### config.mk
export PLATFORM = sky130hd
export DESIGN_NAME = ip_range_table
export DESIGN_NICKNAME = d
export VERILOG_FILES = /design/src/hw/rtl/iprt_pkg.sv /design/src/hw/rtl/iprt_mem.sv /design/src/hw/rtl/ip_range_table.sv
export SDC_FILE = /design/constraint.sdc
export NUM_CORES = 2
export LEC_CHECK = 0
export ABC_AREA = 1
export ABC_CLOCK_PERIOD_IN_PS = 23400
export BUFFER_PORTS_ARGS = -buffer_cell sky130_fd_sc_hd__buf_2
export CELL_PAD_IN_SITES_DETAIL_PLACEMENT = 2
export CELL_PAD_IN_SITES_GLOBAL_PLACEMENT = 2
export CORE_MARGIN = 5
export CORE_UTILIZATION = 49
export CTS_BUF_LIST = sky130_fd_sc_hd__clkbuf_4 sky130_fd_sc_hd__clkbuf_8 sky130_fd_sc_hd__clkbuf_16
export DETAILED_ROUTE_END_ITERATION = 10
export PLACE_DENSITY = 0.95
export SLEW_MARGIN = 15
export SYNTH_ARGS = -nofsm -noshare
export SYNTH_HDL_FRONTEND = slang
export SYNTH_MEMORY_MAX_BITS = 65536
export SYNTH_SLANG_ARGS = --single-unit
### constraint.sdc
create_clock -name i_clk -period 23.4 [get_ports i_clk]
set_input_delay 4.68 -clock i_clk [delete_from_list [all_inputs] [get_ports i_clk]]
set_output_delay 4.68 -clock i_clk [all_outputs]
set_load 0.02 [all_outputs]
### src/hw/rtl/iprt_pkg.sv
package iprt_pkg;

    typedef enum logic [2:0] {
        ST_INSERTED = 3'd0,
        ST_COVERED  = 3'd1,
        ST_FULL     = 3'd2,
        ST_HIT      = 3'd3,
        ST_MISS     = 3'd4
    } t_status;

    localparam logic ACT_INSERT = 1'b0;
    localparam logic ACT_LOOKUP = 1'b1;

    localparam int unsigned AddrWidth  = 32;
    localparam int unsigned CountWidth = 7;
    localparam int unsigned CountMax   = 127;

endpackage

### src/hw/rtl/iprt_mem.sv
module iprt_mem #(
    parameter int unsigned DEPTH = 64,
    parameter int unsigned AW    = 6
) (
    input  logic                             i_clk,
    input  logic                             i_we,
    input  logic [AW-1:0]                    i_waddr,
    input  logic                             i_wvalid,
    input  logic [iprt_pkg::AddrWidth-1:0]   i_wstart,
    input  logic [iprt_pkg::AddrWidth-1:0]   i_wend,
    input  logic [AW-1:0]                    i_raddr,
    output logic                             o_rvalid,
    output logic [iprt_pkg::AddrWidth-1:0]   o_rstart,
    output logic [iprt_pkg::AddrWidth-1:0]   o_rend
);
    import iprt_pkg::*;

    // Each word holds the valid flag above the start and end addresses.
    logic [2*AddrWidth:0] mem [DEPTH];
    logic [2*AddrWidth:0] r_rdata;

    // Single write port, registered read port.
    always_ff @(posedge i_clk) begin
        if (i_we) begin
            mem[i_waddr] <= {i_wvalid, i_wstart, i_wend};
        end
        r_rdata <= mem[i_raddr];
    end

    assign o_rvalid = r_rdata[2*AddrWidth];
    assign o_rstart = r_rdata[2*AddrWidth-1:AddrWidth];
    assign o_rend   = r_rdata[AddrWidth-1:0];
endmodule

### src/hw/rtl/ip_range_table.sv
// Range table: holds up to TABLE_DEPTH disjoint inclusive address ranges in one
// synchronous memory whose words carry a valid flag. Each request is handled by a
// sequencer that sweeps the memory one entry per cycle. A lookup takes one sweep.
// An insert takes up to three sweeps (start trim, end trim, then count and remove)
// and one write; an insert that is already covered ends after its first or second
// sweep. Ranges swallowed by an insert are invalidated during the last sweep. One
// request is handled at a time; the result waits in an output register while input
// ready is low, and the sequencer returns to idle after each taken result before the
// next request is accepted. After reset a clearing pass marks every entry free, with
// o_ready held low.
module ip_range_table #(
    parameter int unsigned TABLE_DEPTH = 64
) (
    input  logic                              i_clk,
    input  logic                              i_rst_n,
    input  logic                              i_valid,
    output logic                              o_ready,
    input  logic                              i_action,
    input  logic [iprt_pkg::AddrWidth-1:0]    i_start_addr,
    input  logic [iprt_pkg::AddrWidth-1:0]    i_end_addr,
    output logic                              o_valid,
    input  logic                              i_ready,
    output logic [2:0]                        o_status,
    output logic [iprt_pkg::AddrWidth-1:0]    o_stored_start,
    output logic [iprt_pkg::AddrWidth-1:0]    o_stored_end,
    output logic [iprt_pkg::CountWidth-1:0]   o_removed_count
);
    import iprt_pkg::*;

    localparam int unsigned AW = (TABLE_DEPTH > 1) ? $clog2(TABLE_DEPTH) : 1;
    localparam int unsigned CW = $clog2(TABLE_DEPTH + 1);

    typedef enum logic [2:0] {
        S_CLEAR, S_IDLE, S_SCAN, S_DONE_SCAN, S_WRITE, S_OUT
    } t_state;
    typedef enum logic [1:0] {
        P_LOOK, P_START, P_END, P_SWEEP
    } t_phase;

    t_state r_state;
    t_phase r_phase;
    logic [AddrWidth-1:0] r_s, r_e;
    logic [AW:0]       r_idx;    // address issued to memory
    logic [AW-1:0]     r_cidx;   // index of the data now arriving
    logic              r_cvld;   // data arriving this cycle
    logic              r_found;
    logic [AddrWidth-1:0] r_hs, r_he;
    logic [CW-1:0]     r_used, r_swal;
    logic              r_free_found;
    logic [AW-1:0]     r_free;

    logic [2:0]        r_ostatus;
    logic [AddrWidth-1:0] r_os, r_oe;
    logic [CountWidth-1:0] r_orc;

    logic                 m_valid;
    logic [AddrWidth-1:0] m_start, m_end;
    logic                 w_we;
    logic                 w_wvalid;
    logic                 w_swal_wb;
    logic [AW-1:0]        w_raddr;
    logic [AW-1:0]        w_waddr;

    assign w_raddr = r_idx[AW-1:0];

    iprt_mem #(.DEPTH(TABLE_DEPTH), .AW(AW)) u_mem (
        .i_clk   (i_clk),
        .i_we    (w_we),
        .i_waddr (w_waddr),
        .i_wvalid(w_wvalid),
        .i_wstart(r_s),
        .i_wend  (r_e),
        .i_raddr (w_raddr),
        .o_rvalid(m_valid),
        .o_rstart(m_start),
        .o_rend  (m_end)
    );

    // Compare helpers on the entry arriving from memory.
    logic c_vld, c_hold, c_swal;
    logic [AddrWidth-1:0] c_addr;
    logic [CW:0] c_rest;
    always_comb begin
        c_vld  = r_cvld && m_valid;
        c_addr = (r_phase == P_END) ? r_e : r_s;
        c_hold = c_vld && (m_start <= c_addr) && (c_addr <= m_end);
        c_swal = c_vld && (m_start >= r_s) && (m_start <= r_e);
        c_rest = {1'b0, r_used} - {1'b0, r_swal};
    end

    // Write port: clearing pass, removal of swallowed entries during the last sweep,
    // and the final store. Removal is safe before the full check, since a table with
    // any swallowed entry always has room for the new range.
    assign w_swal_wb = (r_state == S_SCAN) && (r_phase == P_SWEEP) && c_swal;
    assign w_we      = (r_state == S_CLEAR) || (r_state == S_WRITE) || w_swal_wb;
    assign w_wvalid  = (r_state == S_WRITE);
    always_comb begin
        case (r_state)
            S_CLEAR: w_waddr = r_idx[AW-1:0];
            S_WRITE: w_waddr = r_free;
            default: w_waddr = r_cidx;
        endcase
    end

    assign o_ready = (r_state == S_IDLE);
    assign o_valid = (r_state == S_OUT);
    assign o_status = r_ostatus;
    assign o_stored_start = r_os;
    assign o_stored_end = r_oe;
    assign o_removed_count = r_orc;

    // Sequencer: sweeps the table for each phase of a request.
    always_ff @(posedge i_clk) begin
        if (!i_rst_n) begin
            r_state <= S_CLEAR;
            r_idx   <= '0;
            r_cvld  <= 1'b0;
        end else begin
            case (r_state)
                S_CLEAR: begin
                    if (r_idx == (AW+1)'(TABLE_DEPTH - 1)) begin
                        r_idx   <= '0;
                        r_state <= S_IDLE;
                    end else begin
                        r_idx <= r_idx + 1'b1;
                    end
                end
                S_IDLE: begin
                    if (i_valid) begin
                        if (i_action == ACT_INSERT && i_start_addr > i_end_addr) begin
                            r_s <= i_end_addr;
                            r_e <= i_start_addr;
                        end else begin
                            r_s <= i_start_addr;
                            r_e <= i_end_addr;
                        end
                        r_phase <= (i_action == ACT_LOOKUP) ? P_LOOK : P_START;
                        r_idx   <= '0;
                        r_cvld  <= 1'b0;
                        r_found <= 1'b0;
                        r_used  <= '0;
                        r_swal  <= '0;
                        r_free_found <= 1'b0;
                        r_free  <= '0;
                        r_state <= S_SCAN;
                    end
                end
                S_SCAN: begin
                    // Issue next address and consume the previous read.
                    r_cidx <= w_raddr;
                    r_cvld <= (r_idx < (AW+1)'(TABLE_DEPTH));
                    if (r_idx < (AW+1)'(TABLE_DEPTH)) begin
                        r_idx <= r_idx + 1'b1;
                    end
                    if (c_hold && !r_found && r_phase != P_SWEEP) begin
                        r_found <= 1'b1;
                        r_hs <= m_start;
                        r_he <= m_end;
                    end
                    if (r_phase == P_SWEEP && c_vld) begin
                        r_used <= r_used + 1'b1;
                        if (c_swal) begin
                            r_swal <= r_swal + 1'b1;
                        end
                    end
                    if (r_phase == P_SWEEP && r_cvld && !r_free_found &&
                        (!m_valid || c_swal)) begin
                        r_free_found <= 1'b1;
                        r_free <= r_cidx;
                    end
                    if (!r_cvld && r_idx == (AW+1)'(TABLE_DEPTH)) begin
                        r_state <= S_DONE_SCAN;
                    end
                end
                S_DONE_SCAN: begin
                    r_idx  <= '0;
                    r_cvld <= 1'b0;
                    r_found <= 1'b0;
                    case (r_phase)
                        P_LOOK: begin
                            r_ostatus <= r_found ? ST_HIT : ST_MISS;
                            r_os  <= r_found ? r_hs : '0;
                            r_oe  <= r_found ? r_he : '0;
                            r_orc <= '0;
                            r_state <= S_OUT;
                        end
                        P_START: begin
                            if (r_found && r_e <= r_he) begin
                                r_ostatus <= ST_COVERED;
                                r_os <= '0; r_oe <= '0; r_orc <= '0;
                                r_state <= S_OUT;
                            end else begin
                                if (r_found) r_s <= r_he + 1'b1;
                                r_phase <= P_END;
                                r_state <= S_SCAN;
                            end
                        end
                        P_END: begin
                            if (r_found && r_s >= r_hs) begin
                                r_ostatus <= ST_COVERED;
                                r_os <= '0; r_oe <= '0; r_orc <= '0;
                                r_state <= S_OUT;
                            end else begin
                                if (r_found) r_e <= r_hs - 1'b1;
                                r_phase <= P_SWEEP;
                                r_state <= S_SCAN;
                            end
                        end
                        default: begin
                            if (c_rest >= (CW+1)'(TABLE_DEPTH)) begin
                                r_ostatus <= ST_FULL;
                                r_os <= r_s; r_oe <= r_e; r_orc <= '0;
                                r_state <= S_OUT;
                            end else begin
                                r_ostatus <= ST_INSERTED;
                                r_os <= r_s; r_oe <= r_e;
                                r_orc <= (32'(r_swal) > CountMax) ? CountWidth'(CountMax)
                                                               : CountWidth'(r_swal);
                                r_state <= S_WRITE;
                            end
                        end
                    endcase
                end
                S_WRITE: begin
                    r_state <= S_OUT;
                end
                S_OUT: begin
                    if (i_ready) r_state <= S_IDLE;
                end
                default: r_state <= S_IDLE;
            endcase
        end
    end

    // A held result does not change until it is taken.
    a_out_hold: assert property (@(posedge i_clk) disable iff (!i_rst_n)
        o_valid && !i_ready |=> o_valid && $stable(o_status) && $stable(o_stored_start))
        else $error("result changed while stalled");
    // Never accept a request while a result is pending.
    a_one_item: assert property (@(posedge i_clk) disable iff (!i_rst_n)
        !(o_ready && o_valid))
        else $error("ready while result pending");
    // Covered and miss results carry zero ranges.
    a_zero: assert property (@(posedge i_clk) disable iff (!i_rst_n)
        o_valid && (o_status == ST_COVERED || o_status == ST_MISS) |->
        o_stored_start == '0 && o_removed_count == '0)
        else $error("nonzero payload on empty result");
endmodule

==> results of run 1 <==
## logic make-up after synthesis
kind of cell | Yosys count
xor gates and xnor gates | 12
buffers and inverters | 1296
adders and majority gates | 243
DFF | 4468
and+or+nand+nor | 3868
AOI/OAI and AO/OA | 3912
## stage by stage
stage	hold slack, ps	cells	instance area [um2]	setup slack [ps]
after global placement	413	18200	186000	14920
after floorplan	406	13800	179000	12980
==> out/qor.yml, run 1 <==
place:
  dp_hpwl_um: 661000
  routabilityCongestion: 0.864
  io_buffers: 144
die:
  ios: 145
  die_w_um: 615
  chipHeight_um: 615
  start_util_pct: 49.1
  core.rowCount: 222
synth:
  synthSimpleGateAreaFrac_pct: 8.50
  synth_top_area_share_pct: 73.5
  synth-xor-area-share_pct: 0.0586
  synth_nets: 14100
  synth_compound_area_share_pct: 12.4
  synth-edff-count: 4392
  yosysMostFrequentCell: "edfxtp_1"
  synthMuxAreaShare_pct: 0
  ys_warn_count: 0
  synth_ff_type: "edfxtp_1"
  async_reset_ff_share_pct: 0
  synth_fa_ha_area_share_pct: 1.70
  synth_top_family_by_area: "compound AO/OA/AOI/OAI gates"
  netlist_top_cells_count: "4,392 x edfxtp_1, 2,296 x nor2_1, 2,206 x o21ai_0"
  yosysUniqueCellTypes: 53
  synth_largest_area_cell: "edfxtp_1"
  synth-seq-area-share_pct: 74.4
  synthCells: 13800
  synth_area_leaders: "edfxtp_1 74%, o21ai_0 6.2%, nor2_1 4.8%, o22ai_1 3.8%, nand2_1 2.5%"
  syn_area_um2: 179000
  synth_seq_cells: 4468
  postSynthAreaPerCell_um2: 13.0
status:
  haltStage: "3_5_place_dp"
  run_status: "did not finish"
  stop_error: "[ERROR DPL-0033] detailed placement checks failed during check placement."
==> inputs of run 2 (changes only) <==
CELL_PAD_IN_SITES_DETAIL_PLACEMENT = not set   (was 2)
CELL_PAD_IN_SITES_GLOBAL_PLACEMENT = not set   (was 2)
CORE_UTILIZATION = 40   (was 49)
CTS_BUF_LIST = not set   (was sky130_fd_sc_hd__clkbuf_4 sky130_fd_sc_hd__clkbuf_8 sky130_fd_sc_hd__clkbuf_16)
PLACE_DENSITY = not set   (was 0.95)
PLACE_DENSITY_LB_ADDON = 0.15   (was not set)
==> out/qor.yml, run 2 <==
timing:
  fin_worst_skew_ps: 145
  grt_setup_unrepaired: "no"
  setup_viol: 0
  finalHoldViolCount: 0
  timing.final.crit_period_ps: 7060
  slew_headroom_pct: 16.4
  whs_ps: 459
  tightest_slew_ps: 1250
  fmax_ghz: 0.142
  fin_setup_tns_ps: 0
  finalCritPeriodShare_pct: 30.2
  finalMaxSlewViolations: 0
power_and_ir_drop:
  power_leakage_nw: 66.0
  peakVddDrop_mv: 0.0671
  p_per_area_nw_per_um2: 85.8
die:
  core_um2: 448000
  start_util_pct: 40.0  # was 49.1%
  chipHeight_um: 680  # was 615 um
  dieArea_um2: 462000
  die_w_um: 680  # was 615 um
  core.rowCount: 246  # was 222
  ios: 145  # unchanged
clock_network:
  cts_sinks: 4468
  post_cts_resized: 0
  tritoncts: "done"
  post_cts_buffers: 0
  cts_buffer_depth: 4
  clock-root-buffer: "clkbuf_16"
  cts_buffers: 462
  ctsHoldBuffers: 0
  htreeDepth: 5
  clk_latency_ps: 1020
  path_clk_slew_ps: 60
synth:
  postSynthAreaPerCell_um2: 13.0  # unchanged
  syn_area_um2: 179000  # unchanged
  synth_seq_cells: 4468  # unchanged
  synthCells: 13800  # unchanged
  synth_largest_area_cell: "edfxtp_1"  # unchanged
  synth_nets: 14100  # unchanged
  synth_top_area_share_pct: 73.5  # unchanged
  async_reset_ff_share_pct: 0  # unchanged
  yosysUniqueCellTypes: 53  # unchanged
  synth-edff-count: 4392  # unchanged
  synth-seq-area-share_pct: 74.4  # unchanged
  ys_warn_count: 0  # unchanged
  netlist_top_cells_count: "4,392 x edfxtp_1, 2,296 x nor2_1, 2,206 x o21ai_0"  # unchanged
  yosysMostFrequentCell: "edfxtp_1"  # unchanged
  synth_ff_type: "edfxtp_1"  # unchanged
  synth_area_leaders: "edfxtp_1 74%, o21ai_0 6.2%, nor2_1 4.8%, o22ai_1 3.8%, nand2_1 2.5%"  # unchanged
global_routing:
  grt_pass1_vias: 111000
  grtUsageTotal_pct: 27.2
  grt_pass1_wl_um: 897000
  grt_antenna_before_repair: 50
  overflow: 0
  grt_max_degree: 190
layout:
  regMostFlops: "u_mem.mem"
  fin_cells: 20200
  top_regs: "u_mem.mem: 4160 flops, u_mem.r_rdata: 65 flops"
  multi_input_area_um2: 41300
  utilization_pct: 45.1
  final_layout_size_suffix_gt1_share_pct: 8.98
  layout_commonest_cell: "edfxtp_1"
  fill_cells: 40800
  largest_reg_flops: 4160
  register_area_um2: 133000
  layout_common_cells: "4,392 x edfxtp_1, 2,230 x nor2_1, 2,206 x o21ai_0, 1,179 x nand2_1, 1,102 x o22ai_1"
  fin_nets: 14200
  areaGrowthSynthToFinish_pct: 12.7
status:
  run_status: "finished clean"  # was did not finish
routing:
  detail-route-antenna-nets: 0
  wl_per_cell_um: 32.2
  drt_wl_total_um: 650000
  vias: 121000
  drc: 0
  dr.pass1.iters: 8
  via_per_inst: 6.00
  drtIter0Drc: 18500
critical_path:
  cp_data_arrival_time_ps: 7770
  cp-start-kind: "input port"
  cp_max_fo: 33
  cp_data_required_time_ps: 24110
  crit_type: "input port to flip-flop"
  cp-end-kind: "flip-flop"
place:
  place_inst: 19400
  io_buffers: 144  # unchanged
  routabilityCongestion: 0.946  # was 0.864
  dp_hpwl_um: 357000  # was 661,000 um
worst_hold_path:
  hold_class: "flip-flop to flip-flop"
run:
  max_cap_viol_count: 0
[run 2: cell counts after synthesis]
Identical to the previous run, type by type.
[run 2: cell families after synthesis]
kind of cell	share of synthesized area, %
flip-flops	74.4
buffers and inverters	2.93
AND/OR/NAND/NOR	8.50
XOR/XNOR	0.0586
adder cells (fa/ha/maj)	1.70
AO/OA/AOI/OAI	12.4
[run 2: power breakdown]
group | leakage [nW] | switching (mW) | internal [mW]
clock network | 7.26 | 3.18 | 4.11
logic | 18.6 | 0.901 | 0.354
registers | 40.2 | 0.0804 | 8.73
[run 2: final timing paths]
path,from,end,slack [ps],depth (start not counted)
setup / recovery,i_end_addr[30],r_s[28],16340,12
hold / removal,u_mem.r_rdata[32],r_hs[0],460,0
setup reg to reg,r_e[15],u_mem.mem[4][49],16720,15
hold reg to reg,u_mem.r_rdata[32],r_hs[0],460,0
[run 2: per-stage QoR]
step	setup slack, ps	instance area, um2	power, mW
floorplan	12980	179000	9.71
global placement	15400	187000	10.2
detailed placement	15400	187000	10.2
CTS	16440	202000	17.4
global route	16230	202000	17.9
finish	16340	202000	17.4
[run 2: critical path: stages]
cell	delay [ps]
buf_2	100
inv_1	150
ha_1	270
nand2_1	290
o21ai_0	490
a211oi_1	420
nand2_2	100
nand2_2	520
buf_4	470
nand2_1	90
nand3_1	90
nand2_1	60
[run 2: area by class of cell]
cell class,count,area share (%)
flip-flops and latches,4468,66.0
multi-input cells,8035,20.4
clock buffers,615,6.25
well taps,5952,3.68
repair buffers,493,1.81
clock inverters,235,1.07
inverters,404,0.764
diodes,8,0.00990
[run 2: routing by layer]
layer | global-route usage [%] | wire length (um)
met2 | 41.4 | 290000
met4 | 8.58 | 23300
met3 | 3.84 | 59500
met5 | 0 | 63
met1 | 40.3 | 277000
Note: power is estimated with default switching activity, not from simulation.
